[config.mk]
export PLATFORM = sky130hd
export DESIGN_NAME = heater_regeneration_controller
export DESIGN_NICKNAME = d
export VERILOG_FILES = /design/src/hrc_pkg.sv /design/src/hrc_csr.sv /design/src/hrc_core.sv /design/src/heater_regeneration_controller.sv
export SDC_FILE = /design/constraint.sdc
export NUM_CORES = 1
export LEC_CHECK = 0
export ABC_CLOCK_PERIOD_IN_PS = 3900
export BUFFER_PORTS_ARGS = -buffer_cell sky130_fd_sc_hd__buf_2
export CORE_MARGIN = 3
export CORE_UTILIZATION = 54
export DETAILED_ROUTE_END_ITERATION = 8
export PLACE_DENSITY = 0.83
export SYNTH_ARGS = -nofsm -noshare
export SYNTH_HDL_FRONTEND = slang
export SYNTH_HIERARCHICAL = 1
export SYNTH_SLANG_ARGS = --single-unit
[constraint.sdc]
create_clock -name clock -period 3.9 [get_ports clock]
set_clock_uncertainty 0.1 [all_clocks]
set_input_delay 0.39 -clock clock [delete_from_list [all_inputs] [get_ports clock]]
set_output_delay 0.39 -clock clock [all_outputs]
set_load 0.01 [all_outputs]
[src/hrc_pkg.sv]
// Shared types and constants of the heater regeneration controller.
package hrc_pkg;

   typedef enum logic [1:0] {
      MODE_OFF    = 2'd0,
      MODE_ON     = 2'd1,
      MODE_STABLE = 2'd2
   } mode_type;

   typedef enum logic [2:0] {
      CSR_DUTY_PERCENT    = 3'd0,
      CSR_SURVEY_PERIOD   = 3'd1,
      CSR_TEMP_OFF        = 3'd2,
      CSR_CURRENT_BREAK   = 3'd3,
      CSR_CURRENT_SHORT   = 3'd4
   } csr_index_type;

   localparam int unsigned CSR_DATA_W = 16;

   localparam logic [6:0]         DUTY_RESET          = 7'd0;
   localparam logic [15:0]        SURVEY_PERIOD_RESET = 16'd1000;
   localparam logic signed [11:0] TEMP_OFF_RESET      = 12'sd1500;
   localparam logic [11:0]        BREAK_RESET         = 12'd10;
   localparam logic [11:0]        SHORT_RESET         = 12'd4000;

   localparam logic [1:0]  STABLE_PERIODS = 2'd2;
   localparam logic [1:0]  COUNT_MAX      = 2'd3;
   localparam logic [15:0] TIMER_MAX      = 16'hFFFF;

   typedef struct packed {
      logic              tick;
      logic              start_key;
      logic              stop_key;
      logic              interlock_busy;
      logic              heater_fault_present;
      logic              sensor_fault;
      logic signed [11:0] temperature;
      logic [11:0]       heater_current;
   } req_type;

   typedef struct packed {
      logic     heater_drive;
      logic     heater_active;
      logic [1:0] mode;
      logic     msg_started;
      logic     msg_stopped;
      logic     msg_finished;
      logic     msg_break;
      logic     msg_short;
      logic     msg_error_raised;
   } rsp_type;

   typedef struct packed {
      logic [6:0]         duty_percent;
      logic [15:0]        survey_period_ms;
      logic signed [11:0] temp_off_setpoint;
      logic [11:0]        current_break_setpoint;
      logic [11:0]        current_short_setpoint;
   } cfg_type;

endpackage

[src/hrc_csr.sv]
// Configuration register file of the heater regeneration controller.
module hrc_csr
   import hrc_pkg::*;
(
   input  logic                  clock,
   input  logic                  reset,
   input  logic                  csr_wr_en,
   input  logic [2:0]            csr_index,
   input  logic [CSR_DATA_W-1:0] csr_wdata,
   output cfg_type               cfg
);

   cfg_type cfg_ff;
   cfg_type cfg_in;

   always_comb begin
      cfg_in = cfg_ff;
      if (csr_wr_en) begin
         unique case (csr_index_type'(csr_index))
            CSR_DUTY_PERCENT:  cfg_in.duty_percent           = csr_wdata[6:0];
            CSR_SURVEY_PERIOD: cfg_in.survey_period_ms       = csr_wdata[15:0];
            CSR_TEMP_OFF:      cfg_in.temp_off_setpoint      = csr_wdata[11:0];
            CSR_CURRENT_BREAK: cfg_in.current_break_setpoint = csr_wdata[11:0];
            CSR_CURRENT_SHORT: cfg_in.current_short_setpoint = csr_wdata[11:0];
            default: ;
         endcase
      end
   end

   always_ff @(posedge clock) begin
      if (reset) begin
         cfg_ff.duty_percent           <= DUTY_RESET;
         cfg_ff.survey_period_ms       <= SURVEY_PERIOD_RESET;
         cfg_ff.temp_off_setpoint      <= TEMP_OFF_RESET;
         cfg_ff.current_break_setpoint <= BREAK_RESET;
         cfg_ff.current_short_setpoint <= SHORT_RESET;
      end else begin
         cfg_ff <= cfg_in;
      end
   end

   assign cfg = cfg_ff;

endmodule

[src/hrc_core.sv]
// Mode state machine, period timer and PWM decision for one request per step.
module hrc_core
   import hrc_pkg::*;
(
   input  logic    clock,
   input  logic    reset,
   input  logic    step_en,
   input  req_type req,
   input  cfg_type cfg,
   output rsp_type rsp
);

   mode_type    mode_ff, mode_in;
   logic [15:0] timer_ff, timer_in;
   logic [1:0]  count_ff, count_in;

   logic [15:0] timer_tick;
   logic        hot, low_current, high_current;
   logic        running, switch_off, stabilize, wrap;
   logic [10:0] duty_x10;
   logic [1:0]  count_base;

   assign timer_tick   = (req.tick && timer_ff != TIMER_MAX) ? timer_ff + 16'd1 : timer_ff;
   assign hot          = req.temperature >= cfg.temp_off_setpoint;
   assign low_current  = req.heater_current <= cfg.current_break_setpoint;
   assign high_current = req.heater_current >= cfg.current_short_setpoint;
   assign running      = (mode_ff == MODE_ON) || (mode_ff == MODE_STABLE);
   assign switch_off   = req.stop_key || hot
                       || ((mode_ff == MODE_STABLE) && (low_current || high_current));

   // next state
   always_comb begin
      mode_in   = MODE_OFF;
      stabilize = 1'b0;
      unique case (mode_ff)
         MODE_ON: begin
            if (switch_off) begin
               mode_in = MODE_OFF;
            end else if (count_ff >= STABLE_PERIODS) begin
               mode_in   = MODE_STABLE;
               stabilize = 1'b1;
            end else begin
               mode_in = MODE_ON;
            end
         end
         MODE_STABLE: begin
            mode_in = switch_off ? MODE_OFF : MODE_STABLE;
         end
         default: begin
            if (req.start_key && !req.interlock_busy && !req.heater_fault_present
                && !req.sensor_fault) begin
               mode_in = MODE_ON;
            end
         end
      endcase
   end

   // timer wraps at the survey period; count periods only while on
   assign wrap       = timer_tick >= cfg.survey_period_ms;
   assign timer_in   = wrap ? 16'd0 : timer_tick;
   assign count_base = stabilize ? 2'd0 : count_ff;
   assign count_in   = (wrap && mode_in == MODE_ON && count_base != COUNT_MAX)
                       ? count_base + 2'd1 : count_base;

   // duty > timer/10 is the same as timer < duty*10
   assign duty_x10 = {1'b0, cfg.duty_percent, 3'b000} + {3'b000, cfg.duty_percent, 1'b0};

   // outputs
   always_comb begin
      rsp               = '0;
      rsp.mode          = mode_in;
      rsp.heater_active = (mode_in != MODE_OFF);
      rsp.heater_drive  = (mode_in != MODE_OFF) && (timer_tick < {5'd0, duty_x10});
      if (running) begin
         rsp.msg_finished = hot;
         rsp.msg_stopped  = req.stop_key;
         if (mode_ff == MODE_STABLE) begin
            rsp.msg_break        = low_current;
            rsp.msg_short        = high_current;
            rsp.msg_error_raised = low_current || high_current;
            rsp.msg_stopped      = req.stop_key || low_current || high_current;
         end
      end else begin
         rsp.msg_started = (mode_in == MODE_ON);
      end
   end

   always_ff @(posedge clock) begin
      if (reset) begin
         mode_ff  <= MODE_OFF;
         timer_ff <= 16'd0;
         count_ff <= 2'd0;
      end else if (step_en) begin
         mode_ff  <= mode_in;
         timer_ff <= timer_in;
         count_ff <= count_in;
      end
   end

endmodule

[src/heater_regeneration_controller.sv]
// The result of an accepted request is registered in the result register.
// Throughput: one request per cycle while the result is not stalled; the state update is one pass of
// compare logic between the state registers and the result register.
// A stalled result holds; a new request is taken whenever the result
// register is empty or being taken in the same cycle.
// Reset (synchronous): mode off, timer and counter cleared, registers at defaults.
module heater_regeneration_controller
   import hrc_pkg::*;
(
   input  logic                  clock,
   input  logic                  reset,
   input  logic                  req_valid,
   output logic                  req_stall,
   input  req_type               req_data,
   output logic                  rsp_valid,
   input  logic                  rsp_stall,
   output rsp_type               rsp_data,
   input  logic                  csr_wr_en,
   input  logic [2:0]            csr_index,
   input  logic [CSR_DATA_W-1:0] csr_wdata
);

   cfg_type cfg;
   rsp_type step_rsp;
   rsp_type rsp_data_ff;
   logic    rsp_valid_ff, rsp_valid_in;
   logic    accept;

   hrc_csr u_csr (
      .clock     (clock),
      .reset     (reset),
      .csr_wr_en (csr_wr_en),
      .csr_index (csr_index),
      .csr_wdata (csr_wdata),
      .cfg       (cfg)
   );

   hrc_core u_core (
      .clock   (clock),
      .reset   (reset),
      .step_en (accept),
      .req     (req_data),
      .cfg     (cfg),
      .rsp     (step_rsp)
   );

   assign req_stall    = rsp_valid_ff && rsp_stall;
   assign accept       = req_valid && !req_stall;
   assign rsp_valid_in = accept || (rsp_valid_ff && rsp_stall);

   always_ff @(posedge clock) begin
      if (reset) begin
         rsp_valid_ff <= 1'b0;
      end else begin
         rsp_valid_ff <= rsp_valid_in;
      end
   end

   // payload loads only on a new request
   always_ff @(posedge clock) begin
      if (accept) begin
         rsp_data_ff <= step_rsp;
      end
   end

   assign rsp_valid = rsp_valid_ff;
   assign rsp_data  = rsp_data_ff;

endmodule

Word level (Yosys, flattened, before mapping)
Cells that the tools add are included.

Add/subtract/negate cells: 3. Magnitude comparators: 6. Equal/unequal tests: 9. Muxes and demuxes: 13. Reduce and logical (&&, ||, !) cells: 29.

Operator list (number): two-way mux 16 bit (2); >= comparator 12 bit (2); adder 16 x 1 -> 16 bit (second input constant) (1); >= comparator 16 bit (1); < comparator 16 x 11 -> 1 bit (1); inequality test 16 bit (second input constant) (1); <= comparator 12 bit (1); AND reduction 2 bit (6); adder 10 x 8 -> 11 bit (1); logical AND 1 bit (10); two-way mux 2 bit (5); logical OR 1 bit (7); == test 3 x 2 -> 1 bit (second input constant) (2); two-way mux 1 bit (5); == test 2 x 1 -> 1 bit (second input constant) (2); zero test 1 bit (4); case mux 2 bit (2 select lines) (1); == test 3 x 1 -> 1 bit (second input constant) (1); == test 3 bit (second input constant) (1); zero test 3 bit (1); adder 2 x 1 -> 2 bit (second input constant) (1); == test 2 bit (second input constant) (1); >= comparator 2 bit (second input constant) (1); inequality test 2 bit (second input constant) (1); nonzero test 2 bit (1).

Register bits after elaboration: 90. Input bits: 54.

Longest topological paths before layout
Gate-level depths: netlist (run 1).

Word-level depth: 10. Depth in mapped cells: 18. Mapped depth without buffers: 18.

Hierarchy
Netlist (run 1), hierarchy kept.

By module, submodules not included: hrc_core (instances 1, cells an instance 405, area each 3105.5 um^2, sequential area each 400.4 um^2); hrc_csr (instances 1, cells an instance 229, area each 2399.8 um^2, sequential area each 1181.1 um^2); heater_regeneration_controller (instances 1, cells an instance 15, area each 346.6 um^2, sequential area each 320.3 um^2).

Worst setup path after synthesis (run 1)
Ideal clock, no wire load.

Kind: flip-flop to flip-flop. From: register u_core.timer_ff[0]. To: register u_core.timer_ff[11]. Library setup time: 0.070 ns. Data arrival time: 3.698 ns. Data required time: 3.730 ns. Path slack: 0.031 ns. Stages on the path, launching flop included: 18. Buffers on the path: 1. Cell sequence: dfxtp_1 > ha_1 > nand3_1 > o41ai_4 > nor2_2 > and3_4 > and3_4 > and3_4 > xor2_1 > ha_1 > a21o_1 > a211o_1 > a221oi_1 > o21ai_0 > nor2_1 > clkbuf_1 > nand3b_1 > a21oi_1.

Word-level cells in the longest chain between the ends: 5. Elaborated cells between the ends (all ways): 6.

Ends and longest elaborated chain: start, declared (line hrc_core.sv:14) `logic [15:0] timer_ff, timer_in;`; start signal, assigned (line hrc_core.sv:95) `timer_ff <= timer_in;`; branches (longest 2 deep; another with adder 16 x 1 -> 16 bit); two-way mux 16 bit (*) (line hrc_core.sv:23) `assign timer_tick = (req.tick && timer_ff != TIMER_MAX) ? timer_ff + 16'd1 : timer_ff;`; >= comparator 16 bit (line hrc_core.sv:59) `assign wrap = timer_tick >= cfg.survey_period_ms;`; two-way mux 16 bit (*) (line hrc_core.sv:60) `assign timer_in = wrap ? 16'd0 : timer_tick;`.

Mark *: on every way between the ends. A chain may end at the register's enable or synchronous reset.

Worst setup path after layout (run 1)
From: register u_core.timer_ff[0]. To: register u_core.timer_ff[7].

The elaborated chain is that of the path after synthesis.

==> results.cfg, run 1 <==
[clocking]
hold_buffers = 0
clock-sinks = 90
clk_pin_slew_ns = 0.10
clk_latency_ns = 0.37
cts-root-buf = clkbuf_8
cts_made_buffers = 9
cts_max_level = 3
cts_tree = yes
clk_path_buf_depth = 2

[yosys]
synth_xor_area_share_pct = 3.12
synth_top_family_by_area = simple AND/OR/NAND/NOR gates
ys_seq_elements = 90
async_flop_share_pct = 0
synth-simple-area-share_pct = 21.5
syn-num-nets = 774
synth_cell_types = 63
syn_area_sq_um = 5850
synth_mux_area_share_pct = 11.0
ys_warn_count = 6
synth_ff_type = dfxtp_1
synth.avg_cell_area_sq_um = 9.02
ys_seq_area_share_pct = 32.5
synth_edf_count = 10
yosys.area_share.adder_pct = 15.3
synth_cells = 649
synth_compound_area_share_pct = 10.4

[finish]
finalNetCount = 851
final_area_sq_um = 6700
drive_gt1_share_pct = 19.6
multiInputGateArea_sq_um = 3650
layout.cells.non_filler = 867
layout_commonest_cell = dfxtp_1
layout.cells.most_common_list = dfxtp_1, ha_1, nor2_1, buf_2, inv_1
seq_area_sq_um = 1910
diodes = 0
area_delta_synth_final_pct = 14.5
nFillCells = 820

[global_route]
overflow = 0
grt_pass1_vias = 4784
grt_start_max_net_pins = 47
grt_use_met3_pct = 3.84
track_usage_pct = 23.1
antenna_found_initial = 0
grt_pass1_wl_microns = 22100
grt_use_met1_pct = 29.3
grt_use_met2_pct = 39.6
grt-busiest-layer = met2

[setup_path]
crit_path_start_kind = flip-flop
crit_path_end_kind = flip-flop
crit_fanout = 7
critPathRequiredTime_ns = 4.11
arrival_ns = 4.00
critPathKind = reg -> reg

[timing]
rsz0062_at_grt = true
clock.fmax_mhz = 264
timing_hold_violations_final = 0
min_period_over_period_pct = 97.3
min_period_ns = 3.79
finalSetupViolCount = 0
relSlewSlack_pct = 28.5
drv_slew = 0
worstMarginPinSlew_ns = 1.07
whs_ns = 0.151

[power]
clockPowerShare_pct = 35.0
vdd_ir_drop_max_mv = 0.155
pwr-share-seq_pct = 52.3
p_int_mw = 1.36
p_leak_nw = 3.21
power_density_nw_per_um2 = 276
power_mw = 1.85
combPwrFrac_pct = 12.7
switching_share_pct = 26.5
p_sw_mw = 0.491

[placed_design]
hpwl_microns = 10600
gp_routability_congestion = 0.920
dpl-instance-area_sq_um = 6380
io_buffers = 65
dp.cells = 845

[floorplan]
core_area_sq_um = 10400
rows = 37
die-height_microns = 110
die_area_sq_um = 12100
initial_core_util_pct = 56.2
die_w_microns = 110
io_pins = 66

[hold_path]
hp-class = in -> reg

[route]
drt_first_pass_iters = 5
wl_per_cell_microns = 16.2
drc_errors = 0
drt-total-wl_microns = 14000
vias = 4909
vias_per_cell = 5.66
postRouteAntennaNets = 0
drt_iter0_drc = 251

[outcome]
status = completed

[job]
maxCapViolCount = 0
power by group through the flow:
stage | registers (mW) | clock network [mW] | logic [mW]
finish | 0.967 | 0.647 | 0.234
global route | 0.970 | 0.685 | 0.260
CTS | 0.968 | 0.652 | 0.231
detailed placement | 0.989 | 0 | 0.229
global placement | 0.988 | 0 | 0.218
floorplan | 0.990 | 0 | 0.141
metrics by stage:
| stage | TNS (ns) | worst slack (ns) | util (%) |
|---|---|---|---|
| after global routing | -0.262 | -0.0693 | 64.3 |
| after floorplan | 0 | 0.0312 | - |
| after global placement | 0 | 0.224 | 61.3 |
| final | 0 | 0.107 | 64.3 |
| after CTS | 0 | 0.0124 | 63.2 |
| after detailed placement | 0 | 0.0156 | 61.3 |
cell families (layout without fill, tap and decap cells):
family                     Yosys count  in the layout
and+or+nand+nor                    221            221
adders and majority gates           71             71
buffers and inverters               90            172
AOI/OAI and AO/OA                   94             94
xor gates and xnor gates            20             20
muxes                               63             63
DFF                                 90             90
synthesized netlist by cell type, drive strengths merged, types with 8 or more instances:
library cell / count / area [sq um]
dfxtp: 80 / 1600
ha: 70 / 876
edfxtp: 10 / 300
mux2i: 62 / 633
nand2b: 61 / 382
nor2: 68 / 260
a21oi: 32 / 160
clkbuf: 17 / 63.8
nand3: 13 / 65.1
o21ai: 19 / 95.1
nand2: 22 / 82.6
xor2: 12 / 113
inv: 65 / 244
xnor2: 8 / 70.1
nor2b: 10 / 65.1
buf: 8 / 48.8
nand4: 10 / 75.1
routing by layer:
layer	up-vias	routed length (microns)
met2	154	6910
met4	0	258
li1	2396	-
met1	2336	6110
met5	-	0
met3	23	749
cell type report:
cell class,count,area share (%)
Clock inverter,6,1.01
Tap cell,136,2.54
Timing Repair Buffer,91,7.83
Multi-Input combinational cell,469,54.5
Sequential cell,90,28.5
Clock buffer,10,1.91
Inverter,65,3.64
worst paths after layout:
| path | startpoint | endpoint | slack, ns | cells after the start |
|---|---|---|---|---|
| setup / recovery | u_core/timer_ff[0]$_SDFFE_PP0P_ | u_core/timer_ff[7]$_SDFFE_PP0P_ | 0.11 | 19 |
| setup reg to reg | u_core/timer_ff[0]$_SDFFE_PP0P_ | u_core/timer_ff[7]$_SDFFE_PP0P_ | 0.11 | 19 |
| hold / removal | req_valid | rsp_valid$_SDFF_PP0_ | 0.15 | 3 |
| hold reg to reg | u_csr/cfg[37]$_SDFFE_PP0P_ | u_csr/cfg[37]$_SDFFE_PP0P_ | 0.38 | 2 |
state kept, by name (all words and copies together), names as in the netlist:
name and flops:
rsp_data 10, rsp_valid 1, u_core/count_ff 2, u_core/mode_ff 2, u_core/timer_ff 16, u_csr/cfg 59
what timing repair did:
action,4_1_cts,5_1_grt
pin swaps,0,6
buffers inserted,0,6
setup endpoints to repair,6,17
resized for setup,1,19
worst max-delay path, cell delays in order, from the launching register on:
cell and delay (ns):
dfxtp_2 0.37, ha_4 0.15, nand3_2 0.11, o41ai_4 0.39, nor2_2 0.09, and3_4 0.21, and3_4 0.20, and3_4 0.20
xor2_2 0.15, ha_1 0.28, o21a_1 0.18, o21ai_2 0.13, a21oi_2 0.09, a221oi_2 0.26, o21ai_2 0.11, buf_6 0.15
nor2_2 0.12, buf_4 0.17, nand3b_1 0.13, a21oi_2 0.16
(Power assumes the default switching activity.)
==> run 2: changes to the inputs <==
--- a/config.mk
+++ b/config.mk
@@ -11,6 +11,7 @@
 export CORE_UTILIZATION = 54
 export DETAILED_ROUTE_END_ITERATION = 8
 export PLACE_DENSITY = 0.83
+export RECOVER_POWER = 25
 export SYNTH_ARGS = -nofsm -noshare
 export SYNTH_HDL_FRONTEND = slang
 export SYNTH_HIERARCHICAL = 1
==> results.cfg, run 2 (synthesized netlist as in run 1, its figures left out) <==
[route]
drt_iter0_drc = 253
drt-total-wl_microns = 14000
vias = 4909
vias_per_cell = 5.66
drt_first_pass_iters = 7
drc_errors = 0
postRouteAntennaNets = 0
wl_per_cell_microns = 16.2

[setup_path]
crit_path_max_incr_delay_ns = 0.39
r2r_end = u_core/timer_ff[7]$_SDFFE_PP0P_
crit_fanout = 7
critPathRequiredTime_ns = 4.11
r2r-start = u_core/timer_ff[0]$_SDFFE_PP0P_
critPathSlowestCell = o41ai_4
reg2reg_slack_ns = 0.11
path_buf_inv = 2
path_cells = ha_4 > nand3_2 > o41ai_4 > nor2_2 > and3_4 > and3_4 > and3_4 > xor2_2 > ha_1 > o21a_1 > o21ai_2 > a21oi_2 > a221oi_2 > o21ai_2 > buf_6 > nor2_2 > buf_4 > nand3b_1 > a21oi_2
crit_path_end_kind = flip-flop
crit_top_cell = and3_4
cp.depth = 19
reg2reg_depth = 19
cp_top_family = compound AO/OA/AOI/OAI gates
arrival_ns = 4.00
critPathKind = reg -> reg
crit_path_start_kind = flip-flop

[floorplan]
die_area_sq_um = 12100
core_area_sq_um = 10400
die-height_microns = 110
io_pins = 66
rows = 37
initial_core_util_pct = 56.2
die_w_microns = 110

[timing]
relSlewSlack_pct = 28.4
min_period_ns = 3.79
whs_ns = 0.153
timing_hold_violations_final = 0
rsz0062_at_grt = true
drv_slew = 0
worstMarginPinSlew_ns = 1.07
min_period_over_period_pct = 97.1
clock.fmax_mhz = 264
finalSetupViolCount = 0

[global_route]
grt_pass1_vias = 4784
track_usage_pct = 23.1
antenna_found_initial = 0
grt_pass1_wl_microns = 22100
grt_start_max_net_pins = 47
overflow = 0

[placed_design]
dpl-instance-area_sq_um = 6380
gp_routability_congestion = 0.920
io_buffers = 65
hpwl_microns = 10600

[power]
power_density_nw_per_um2 = 276
switching_share_pct = 26.5
power_mw = 1.85
vdd_ir_drop_max_mv = 0.155
p_leak_nw = 3.20
clockPowerShare_pct = 35.0
p_sw_mw = 0.490
combPwrFrac_pct = 12.7
p_int_mw = 1.36
pwr-share-seq_pct = 52.3

[clocking]
clock-sinks = 90
clk_pin_slew_ns = 0.10
cts_max_level = 3
cts-root-buf = clkbuf_8
cts_made_buffers = 9
hold_buffers = 0
cts_tree = yes
clk_latency_ns = 0.37
clk_path_buf_depth = 2

[finish]
final_area_sq_um = 6700
fin_util_pct = 64.3
layout_commonest_cell = dfxtp_1
drive_gt1_share_pct = 19.3
finalNetCount = 851
layout.cells.most_common_list = dfxtp_1, ha_1, nor2_1, inv_1, buf_2
largest_register_ffs = 59
diodes = 0
area_delta_synth_final_pct = 14.4
nFillCells = 822

[hold_path]
hp-class = in -> reg
holdPathStages = 3
min_from = req_valid
min_to = rsp_valid$_SDFF_PP0_

[outcome]
status = completed

[job]
maxCapViolCount = 0
[run 2: cell types whose count changed in the layout (fill, tap and decap cells not counted)]
cell and delta:
clkbuf_1 +2, buf_2 -2
[run 2: worst max path at each step]
stage | start | end | slack (ns)
finish | u_core/timer_ff[0]$_SDFFE_PP0P_ | u_core/timer_ff[7]$_SDFFE_PP0P_ | 0.11
global route | u_core/timer_ff[1]$_SDFFE_PP0P_ | u_core/timer_ff[7]$_SDFFE_PP0P_ | -0.07
CTS | u_core/timer_ff[1]$_SDFFE_PP0P_ | u_core/timer_ff[7]$_SDFFE_PP0P_ | 0.01
detailed placement | u_core/timer_ff[1]$_SDFFE_PP0P_ | u_core/timer_ff[7]$_SDFFE_PP0P_ | 0.02
global placement | u_core/timer_ff[9]$_SDFFE_PP0P_ | u_core/timer_ff[11]$_SDFFE_PP0P_ | 0.22
floorplan | u_core/timer_ff[0]$_SDFFE_PP0P_ | u_core/timer_ff[11]$_SDFFE_PP0P_ | 0.03
[run 2: through the flow]
| step | setup slack [ns] | setup TNS [ns] | cells |
|---|---|---|---|
| 2_1_floorplan | 0.0312 | 0 | 649 |
| 3_3_place_gp | 0.224 | 0 | 845 |
| 3_5_place_dp | 0.0156 | 0 | 845 |
| 4_1_cts | 0.0124 | 0 | 861 |
| 5_1_grt | -0.0693 | -0.262 | 867 |
| 6_report | 0.112 | 0 | 867 |
[run 2: per-layer routing]
layer | up-vias | global-route usage, % | routed length [microns]
li1 | 2396 | - | -
met1 | 2329 | 29.3 | 6080
met2 | 161 | 39.6 | 6920
met3 | 23 | 3.84 | 784
met4 | 0 | 8.27 | 259
met5 | - | 0 | 0
[run 2: worst min-delay path, cell delays in order]
cell and delay, ns:
buf_2 0.08, a21oi_1 0.04, nor2_1 0.08
[run 2: cell type report]
| class | count | area, sq um | area share (%) |
|---|---|---|---|
| clock inverters | 6 | 67.6 | 1.01 |
| well taps | 136 | 170 | 2.54 |
| inverters | 65 | 244 | 3.64 |
| clock buffers | 10 | 128 | 1.91 |
| flip-flops and latches | 90 | 1910 | 28.5 |
| multi-input cells | 469 | 3650 | 54.6 |
| repair buffers | 91 | 522 | 7.79 |
[run 2: what timing repair did]
action	CTS	global route
setup buffers	0	6
pin swaps	0	6
endpoints found under the setup margin	6	17
gates resized for setup	1	19
[run 2: power groups by stage]
| stage | clock, mW | combinational (mW) | sequential, mW |
|---|---|---|---|
| finish | 0.647 | 0.234 | 0.967 |
| global route | 0.685 | 0.259 | 0.970 |
| CTS | 0.652 | 0.231 | 0.968 |
| detailed placement | 0 | 0.229 | 0.989 |
| global placement | 0 | 0.218 | 0.988 |
| floorplan | 0 | 0.141 | 0.990 |
